## src/rtl/core/envc_pkg.sv

```systemverilog
// ----------------------------------------------------------------------------
// envc_pkg
// Shared constants and types of the envelope compressor: defaults, register
// indexes and fixed field widths.
// ----------------------------------------------------------------------------
package envc_pkg;

	localparam int SAMPLE_WIDTH_DEF    = 16;
	localparam int COEFF_FRAC_BITS_DEF = 16;

	// Level is the rectified sample shifted up by this many bits.
	localparam int ENV_EXTRA = 8;

	localparam int REG_WIDTH  = 16;
	localparam int IDX_WIDTH  = 3;
	localparam int GAIN_WIDTH = 17;
	localparam int SLOPE_FRAC = 16;

	localparam logic [GAIN_WIDTH-1:0] GAIN_ONE = 17'h10000;
	localparam logic [REG_WIDTH-1:0]  THR_MAX  = 16'h8000;

	localparam logic                 ENABLE_RST    = 1'b1;
	localparam logic [REG_WIDTH-1:0] THRESHOLD_RST = 16'd22938;
	localparam logic [REG_WIDTH-1:0] ATTACK_RST    = 16'd65387;
	localparam logic [REG_WIDTH-1:0] RELEASE_RST   = 16'd65521;
	localparam logic [REG_WIDTH-1:0] SLOPE_RST     = 16'd49152;

	typedef enum logic [IDX_WIDTH-1:0] {
		REG_ENABLE        = 3'd0,
		REG_THRESHOLD     = 3'd1,
		REG_ATTACK_COEFF  = 3'd2,
		REG_RELEASE_COEFF = 3'd3,
		REG_SLOPE         = 3'd4
	} reg_index_t;

endpackage

```

## src/rtl/core/envelope_compressor.sv

```systemverilog
// ----------------------------------------------------------------------------
// envelope_compressor
// Feed-forward dynamic range compressor built around one shared multiplier
// and a radix-2 serial divider.
// ----------------------------------------------------------------------------
// One item is accepted at a time. With compression enabled an item whose
// smoothed envelope stays at or below the threshold skips the slope product
// and the divider; one that crosses the threshold also runs through the 16
// iterations of the serial gain divider. With enable at 0 an item goes
// straight to the output stage. Every product (envelope smoothing, overshoot times
// slope, sample times gain) goes through the same registered multiplier in
// successive steps. The finished item sits in an output register, so the next
// item is taken while the previous result still waits for m_tready.
// ----------------------------------------------------------------------------
module envelope_compressor import envc_pkg::*; #(
	parameter int SAMPLE_WIDTH    = SAMPLE_WIDTH_DEF,
	parameter int COEFF_FRAC_BITS = COEFF_FRAC_BITS_DEF
) (
	input  logic                                      clk,
	input  logic                                      arst_n,
	// Slave stream: sample_in
	input  logic                                      s_tvalid,
	output logic                                      s_tready,
	input  logic [((SAMPLE_WIDTH+7)/8)*8-1:0]         s_tdata,	// sample_in
	// Master stream: sample_out, gain_applied
	output logic                                      m_tvalid,
	input  logic                                      m_tready,
	output logic [((SAMPLE_WIDTH+GAIN_WIDTH+7)/8)*8-1:0] m_tdata,	// sample_out, gain_applied
	// Configuration write channel
	input  logic                                      cfg_valid,
	output logic                                      cfg_ready,
	input  logic [IDX_WIDTH-1:0]                      cfg_index,
	input  logic [REG_WIDTH-1:0]                      cfg_data
);

	localparam int SW   = SAMPLE_WIDTH;
	localparam int F    = COEFF_FRAC_BITS;
	localparam int EW   = SW + ENV_EXTRA;
	localparam int OW   = ((SW + GAIN_WIDTH + 7) / 8) * 8;
	localparam int MAW  = EW + 1;
	localparam int MBW  = ((F + 1 > GAIN_WIDTH) ? F + 1 : GAIN_WIDTH) + 1;
	localparam int PW   = MAW + MBW;
	localparam int ACCW = EW + F + 1;
	localparam int RNDW = SW + GAIN_WIDTH + 1;
	localparam int CMAX = (1 << F) - 1;
	localparam int DCW  = $clog2(SLOPE_FRAC);

	localparam logic [ACCW-1:0] ACC_HALF = ACCW'(1) << (F - 1);
	localparam logic [F:0]      COEFF_ONE = (F + 1)'(1) << F;
	localparam logic [EW-1:0]   ENV_FULL = EW'(1) << (EW - 1);
	localparam logic [RNDW-1:0] RND_HALF = RNDW'(1) << (SLOPE_FRAC - 1);

	typedef enum logic [3:0] {
		ST_IDLE,
		ST_MUL_C,
		ST_MUL_L,
		ST_ENV,
		ST_CMP,
		ST_MUL_S,
		ST_DIV_LOAD,
		ST_DIV,
		ST_MUL_G,
		ST_ROUND,
		ST_DONE
	} state_t;

	state_t state_q;

	// Configuration registers
	logic                 enable_q;
	logic [REG_WIDTH-1:0] threshold_q;
	logic [REG_WIDTH-1:0] attack_q;
	logic [REG_WIDTH-1:0] release_q;
	logic [REG_WIDTH-1:0] slope_q;

	// Datapath
	logic [EW-1:0]            env_q;
	logic signed [SW-1:0]     x_q;
	logic [EW-1:0]            lvl_q;
	logic [F-1:0]             c_q;
	logic [ACCW-1:0]          acc_q;
	logic signed [PW-1:0]     prod_q;
	logic [EW-1:0]            rem_q;
	logic [SLOPE_FRAC-1:0]    num_q;
	logic [DCW-1:0]           cnt_q;
	logic [GAIN_WIDTH-1:0]    gain_q;
	logic [SW-1:0]            res_sample_q;
	logic [GAIN_WIDTH-1:0]    res_gain_q;
	logic [SW-1:0]            out_sample_q;
	logic [GAIN_WIDTH-1:0]    out_gain_q;
	logic                     m_tvalid_q;

	logic [SW-1:0]            sample_raw;
	logic [SW-1:0]            mag;
	logic [EW-1:0]            lvl;
	logic [REG_WIDTH-1:0]     coeff_sel;
	logic [F-1:0]             coeff_clamped;
	logic [REG_WIDTH-1:0]     thr_clamped;
	logic [EW-1:0]            thr;
	logic signed [MAW-1:0]    mul_a;
	logic signed [MBW-1:0]    mul_b;
	logic [ACCW-1:0]          env_sum;
	logic [EW:0]              rem_shift;
	logic                     rem_ge;
	logic [EW:0]              rem_diff;
	logic [RNDW-1:0]          rnd;
	logic                     in_acc;
	logic                     out_free;

	assign cfg_ready = 1'b1;
	assign s_tready  = (state_q == ST_IDLE);
	assign in_acc    = s_tvalid && s_tready;
	assign out_free  = !m_tvalid_q || m_tready;
	assign m_tvalid  = m_tvalid_q;
	assign m_tdata   = OW'({out_gain_q, out_sample_q});

	// Rectify the incoming sample; the most negative value maps to 2^(SW-1).
	always_comb begin
		sample_raw = s_tdata[SW-1:0];
		mag        = sample_raw[SW-1] ? (~sample_raw + 1'b1) : sample_raw;
		lvl        = {mag, {ENV_EXTRA{1'b0}}};
		coeff_sel  = (lvl > env_q) ? attack_q : release_q;
		if (32'(coeff_sel) > CMAX) begin
			coeff_clamped = F'(CMAX);
		end else begin
			coeff_clamped = F'(coeff_sel);
		end
		thr_clamped = (threshold_q > THR_MAX) ? THR_MAX : threshold_q;
		thr         = EW'(thr_clamped) << (SW - 8);
	end

	// Operand selection for the shared multiplier.
	always_comb begin
		unique case (state_q)
			ST_MUL_C: begin
				mul_a = MAW'(env_q);
				mul_b = MBW'(c_q);
			end
			ST_MUL_L: begin
				mul_a = MAW'(lvl_q);
				mul_b = MBW'(COEFF_ONE - {1'b0, c_q});
			end
			ST_MUL_S: begin
				mul_a = MAW'(env_q - thr);
				mul_b = MBW'(slope_q);
			end
			ST_MUL_G: begin
				mul_a = MAW'(x_q);
				mul_b = MBW'(gain_q);
			end
			default: begin
				mul_a = '0;
				mul_b = '0;
			end
		endcase
	end

	always_comb begin
		env_sum   = acc_q + prod_q[ACCW-1:0] + ACC_HALF;
		rem_shift = {rem_q, num_q[SLOPE_FRAC-1]};
		rem_ge    = rem_shift >= {1'b0, env_q};
		rem_diff  = rem_shift - {1'b0, env_q};
		rnd       = prod_q[RNDW-1:0] + RND_HALF;
	end

	// Configuration writes
	always_ff @(posedge clk or negedge arst_n) begin
		if (!arst_n) begin
			enable_q    <= ENABLE_RST;
			threshold_q <= THRESHOLD_RST;
			attack_q    <= ATTACK_RST;
			release_q   <= RELEASE_RST;
			slope_q     <= SLOPE_RST;
		end else if (cfg_valid && cfg_ready) begin
			unique case (cfg_index)
				REG_ENABLE:        enable_q    <= cfg_data[0];
				REG_THRESHOLD:     threshold_q <= cfg_data;
				REG_ATTACK_COEFF:  attack_q    <= cfg_data;
				REG_RELEASE_COEFF: release_q   <= cfg_data;
				REG_SLOPE:         slope_q     <= cfg_data;
				default: begin
				end
			endcase
		end
	end

	// Sequencer with its registered datapath
	always_ff @(posedge clk or negedge arst_n) begin
		if (!arst_n) begin
			state_q    <= ST_IDLE;
			env_q      <= '0;
			m_tvalid_q <= 1'b0;
			cnt_q      <= '0;
		end else begin
			// In ST_DONE the output register is reloaded below instead.
			if (m_tvalid_q && m_tready && state_q != ST_DONE) begin
				m_tvalid_q <= 1'b0;
			end
			unique case (state_q)
				ST_IDLE: begin
					if (in_acc) begin
						x_q   <= sample_raw;
						lvl_q <= lvl;
						c_q   <= coeff_clamped;
						if (enable_q) begin
							state_q <= ST_MUL_C;
						end else begin
							res_sample_q <= sample_raw;
							res_gain_q   <= GAIN_ONE;
							state_q      <= ST_DONE;
						end
					end
				end
				ST_MUL_C: begin
					prod_q  <= mul_a * mul_b;
					state_q <= ST_MUL_L;
				end
				ST_MUL_L: begin
					acc_q   <= prod_q[ACCW-1:0];
					prod_q  <= mul_a * mul_b;
					state_q <= ST_ENV;
				end
				ST_ENV: begin
					env_q   <= env_sum[F +: EW];
					state_q <= ST_CMP;
				end
				ST_CMP: begin
					if (env_q > thr) begin
						state_q <= ST_MUL_S;
					end else begin
						gain_q  <= GAIN_ONE;
						state_q <= ST_MUL_G;
					end
				end
				ST_MUL_S: begin
					prod_q  <= mul_a * mul_b;
					state_q <= ST_DIV_LOAD;
				end
				ST_DIV_LOAD: begin
					// The quotient is below 2^16, so the upper part of the
					// dividend is already smaller than the envelope.
					rem_q   <= prod_q[SLOPE_FRAC +: EW];
					num_q   <= prod_q[SLOPE_FRAC-1:0];
					cnt_q   <= DCW'(SLOPE_FRAC - 1);
					state_q <= ST_DIV;
				end
				ST_DIV: begin
					rem_q <= rem_ge ? rem_diff[EW-1:0] : rem_shift[EW-1:0];
					num_q <= {num_q[SLOPE_FRAC-2:0], rem_ge};
					cnt_q <= cnt_q - 1'b1;
					if (cnt_q == '0) begin
						gain_q  <= GAIN_ONE - {1'b0, num_q[SLOPE_FRAC-2:0], rem_ge};
						state_q <= ST_MUL_G;
					end
				end
				ST_MUL_G: begin
					prod_q  <= mul_a * mul_b;
					state_q <= ST_ROUND;
				end
				ST_ROUND: begin
					res_sample_q <= rnd[SLOPE_FRAC +: SW];
					res_gain_q   <= gain_q;
					state_q      <= ST_DONE;
				end
				ST_DONE: begin
					if (out_free) begin
						out_sample_q <= res_sample_q;
						out_gain_q   <= res_gain_q;
						m_tvalid_q   <= 1'b1;
						state_q      <= ST_IDLE;
					end
				end
				default: begin
					state_q <= ST_IDLE;
				end
			endcase
		end
	end

	// The smoothed envelope can never rise above a full-scale level.
	a_env_bounded: assert property (@(posedge clk) disable iff (!arst_n)
		env_q <= ENV_FULL)
		else $error("envelope above full scale");

	// The divider remainder stays below the divisor throughout the division.
	a_div_rem: assert property (@(posedge clk) disable iff (!arst_n)
		(state_q == ST_DIV) |-> (rem_q < env_q))
		else $error("divider remainder out of range");

	// A result never carries a gain above unity.
	a_gain_unity: assert property (@(posedge clk) disable iff (!arst_n)
		m_tvalid_q |-> (out_gain_q <= GAIN_ONE))
		else $error("gain above unity");

	// Only one item is in work at a time.
	a_one_item: assert property (@(posedge clk) disable iff (!arst_n)
		in_acc |=> !s_tready)
		else $error("second item accepted while busy");

endmodule
```

## config.mk

```make
export PLATFORM = sky130hd
export DESIGN_NAME = envelope_compressor
export DESIGN_NICKNAME = d
export VERILOG_FILES = /design/src/rtl/core/envc_pkg.sv /design/src/rtl/core/envelope_compressor.sv
export SDC_FILE = /design/constraint.sdc
export NUM_CORES = 2
export LEC_CHECK = 0
export ABC_AREA = 1
export BUFFER_PORTS_ARGS = -buffer_cell sky130_fd_sc_hd__buf_2
export CAP_MARGIN = 20
export CORE_ASPECT_RATIO = 1.5
export CORE_MARGIN = 5
export CORE_UTILIZATION = 50
export CTS_BUF_LIST = sky130_fd_sc_hd__clkbuf_16
export DETAILED_ROUTE_END_ITERATION = 16
export GPL_TIMING_DRIVEN = 0
export MAX_ROUTING_LAYER = met4
export PLACE_DENSITY = 0.69
export SLEW_MARGIN = 10
export SYNTH_ARGS = -nofsm -noshare
export SYNTH_HDL_FRONTEND = slang
export SYNTH_SLANG_ARGS = --single-unit
```

## constraint.sdc

```tcl
create_clock -name clk -period 9.3 [get_ports clk]
set_input_delay 0.465 -clock clk [delete_from_list [all_inputs] [get_ports clk]]
set_output_delay 0.465 -clock clk [all_outputs]
set_load 0.01 [all_outputs]
```

==> run summary <==
Final slew viol count -> 0
Filler cell count -> 6666
Clk sinks -> 348
Largest family of logic cells by synthesized area -> adder cells
Die ar. -> 76400 sq um
Gpl congestion -> 1.05
Post-Syn Area -> 35500 sq um
WP data required -> 9.67 ns
Yosys top cell area share -> 0.225
Slew margin rel. -> 0.234
Hold Violations, Final -> 0
CP endpoint kind -> flip-flop
Routed WL -> 119000 um
Cell variety after synth -> 58
Post-Place Cells -> 5276
Status -> finished, final reports clean
XOR/XNOR share of the synthesized area -> 0.0198
Via-to-Cell Ratio -> 5.60
Layout Cells excl Fill -> 5335
Starting Density -> 0.504
P&R area growth vs syn -> 8.13%
Largest net degree at the start of global routing -> 53
Crit Path Max Fanout -> 10
Synth warn -> 0
Yosys reg bits -> 348
Post-synth top flop -> edfxtp_1
Core Region -> 70300 sq um
Root buffer cell -> clkbuf_16
GRT Total Usage -> 0.320
Num ports -> 83
Layout Nets -> 5076
CTS Buf Count -> 30
Max Cap Viol -> 0
Post-synthesis mux area share -> 0
CTS clk-pin slew, worst paths -> 0.07 ns
Most used cell, CP -> nand2_1
Critical path arrival -> 9.31 ns
Crit Path Category -> reg2reg
Post-route ant nets -> 0
Average size of a mapped cell -> 8.30 sq um
Top-count cell post-synth -> nand2_1
Delay of the slowest cell on the worst path -> 0.65 ns
Vias post-DR -> 29900
Die Ht -> 336 um
Synth Area in Simple Gates -> 0.195
Fmax -> 112 MHz
Clk Latency, worst-skew pair -> 0.61 ns
# DRC -> 0
Die width -> 227 um
Number of synthesized flops with an enable pin -> 250
Worst-Margin Slew -> 1.14 ns
Vias in the first global route -> 30000
Cell taking the most area after synthesis -> fa_1
GRT Residual Overflow -> 0
Antenna violations before repair -> 2
Synth top cells by count -> 904 x nand2_1, 865 x inv_1, 467 x nor2_1, 398 x fa_1, 250 x edfxtp_1
DR WL/cell -> 22.3 um
Class of the worst hold path -> in2reg
RSZ-0062 raised after global routing -> no
Initial DRT Pass Iterations -> 8
Final core occ -> 0.545
DR iter-0 viols -> 2612
Hold Slack -> 0.0494 ns
Synth Area in Adders -> 0.308
Placed cell area -> 37200 sq um
Critical path launch point type -> flip-flop
Row cnt -> 119
Final setup viols -> 0
Final HPWL DP -> 99500 um
Synth async-reset ratio -> 0.282
CTS tree -> yes
Slowest CP cell -> fa_2
Sequential area share after synthesis -> 0.282
IO Port Bufs -> 74
First-pass GRT wire length -> 178000 um
Fin area -> 38300 sq um
Share of cells above drive strength 1 -> 0.0804
Period utilization -> 0.961
Fin crit period -> 8.94 ns
Clock Skews -> 0.0183 ns
# H-tree levels -> 1
Synthesized instance count -> 4274
Synth Area in Compound Gates -> 0.0851
Deepest clock path buffer count -> 3
Synth area leaders -> fa_1 22%, edfxtp_1 21%, nand2_1 9.6%, inv_1 9.2%, ha_1 8.3%
cell usage in the layout, fill, tap and decap left out, drive strengths merged, types with 37 or more instances in the layout:
| cell type | instances |
|---|---|
| nand2 | 911 |
| inv | 886 |
| nor2 | 483 |
| fa | 398 |
| edfxtp | 250 |
| o21ai | 241 |
| ha | 236 |
| a21oi | 167 |
| buf | 156 |
| nand3 | 155 |
| clkbuf | 73 |
| dfrtp | 61 |
| xor2 | 47 |
| nor3 | 43 |
| dfstp | 37 |
final cells by class:
| class | instances | area [sq um] | share of cell area |
|---|---|---|---|
| diodes | 2 | 5.00 | 0.000131 |
| multi-input cells | 2934 | 21700 | 0.567 |
| clock buffers | 31 | 776 | 0.0202 |
| inverters | 889 | 3340 | 0.0871 |
| repair buffers | 91 | 587 | 0.0153 |
| well taps | 907 | 1130 | 0.0296 |
| plain buffers | 108 | 551 | 0.0144 |
| clock inverters | 25 | 203 | 0.00529 |
| flip-flops and latches | 348 | 10000 | 0.261 |
final timing paths:
check                                      from            end  slack [ns]  depth (start not counted)
worst max-delay path            threshold_q[10]     prod_q[39]        0.36                         34
worst min-delay path                   m_tready       m_tvalid        0.05                          2
worst max register to register  threshold_q[10]     prod_q[39]        0.36                         34
worst min register to register    res_gain_q[8]  out_gain_q[8]        0.42                          0
max in group asynchronous                arst_n       env_q[2]        8.25                          3
min in group asynchronous                arst_n    attack_q[2]        0.36                          2
worst max-delay path: cells and delay by family, from the launching register on:
kind	cells	cell delay [ns]
simple gates	16	2.59
compound gates	6	1.02
buf+inv	4	0.69
flops	1	0.41
fa+ha+maj	8	3.96
routing by layer:
| layer | global-route usage | wire length (um) |
|---|---|---|
| met1 | 0.358 | 41500 |
| met2 | 0.536 | 58400 |
| met3 | 0.0318 | 7800 |
| met4 | 0.224 | 11500 |
| met5 | - | 0 |
state kept, by name (all words and copies together) (netlist names):
signal        flops
m_tvalid          1
acc_q            40
state_q           4
num_q            16
out_sample_q     16
threshold_q      16
cnt_q             4
rem_q            24
res_sample_q     16
release_q        16
gain_q           17
x_q              16
c_q              16
lvl_q            15
env_q            24
out_gain_q       17
slope_q          16
prod_q           40
enable_q          1
attack_q         16
res_gain_q       17
cell families (layout without fill, tap and decap cells):
family	Yosys count	in the layout
AND/OR/NAND/NOR	1678	1678
buffers and inverters	998	1144
AO/OA/AOI/OAI	534	534
flip-flops	348	348
other	2	10
XOR/XNOR	80	80
adder cells (fa/ha/maj)	634	634
through the flow:
step | setup TNS [ns] | setup WS [ns]
CTS | 0 | 0.0786
floorplan | 0 | 1.75
global placement | -0.306 | -0.306
global route | 0 | 0.0204
detailed placement | -0.267 | -0.267
finish | 0 | 0.359
what timing repair did:
item                                    4_1_cts  5_1_grt
hold endpoints to repair                     16        0
resized for setup                             4       34
endpoints found under the setup margin        1       15
hold buffers                                  1        0
pin swaps                                     0        2
buffers inserted                              0        1
Power is left out: the tool's default activity adds up to more than one toggle a clock period on the data nets, which glitch-free logic cannot reach.
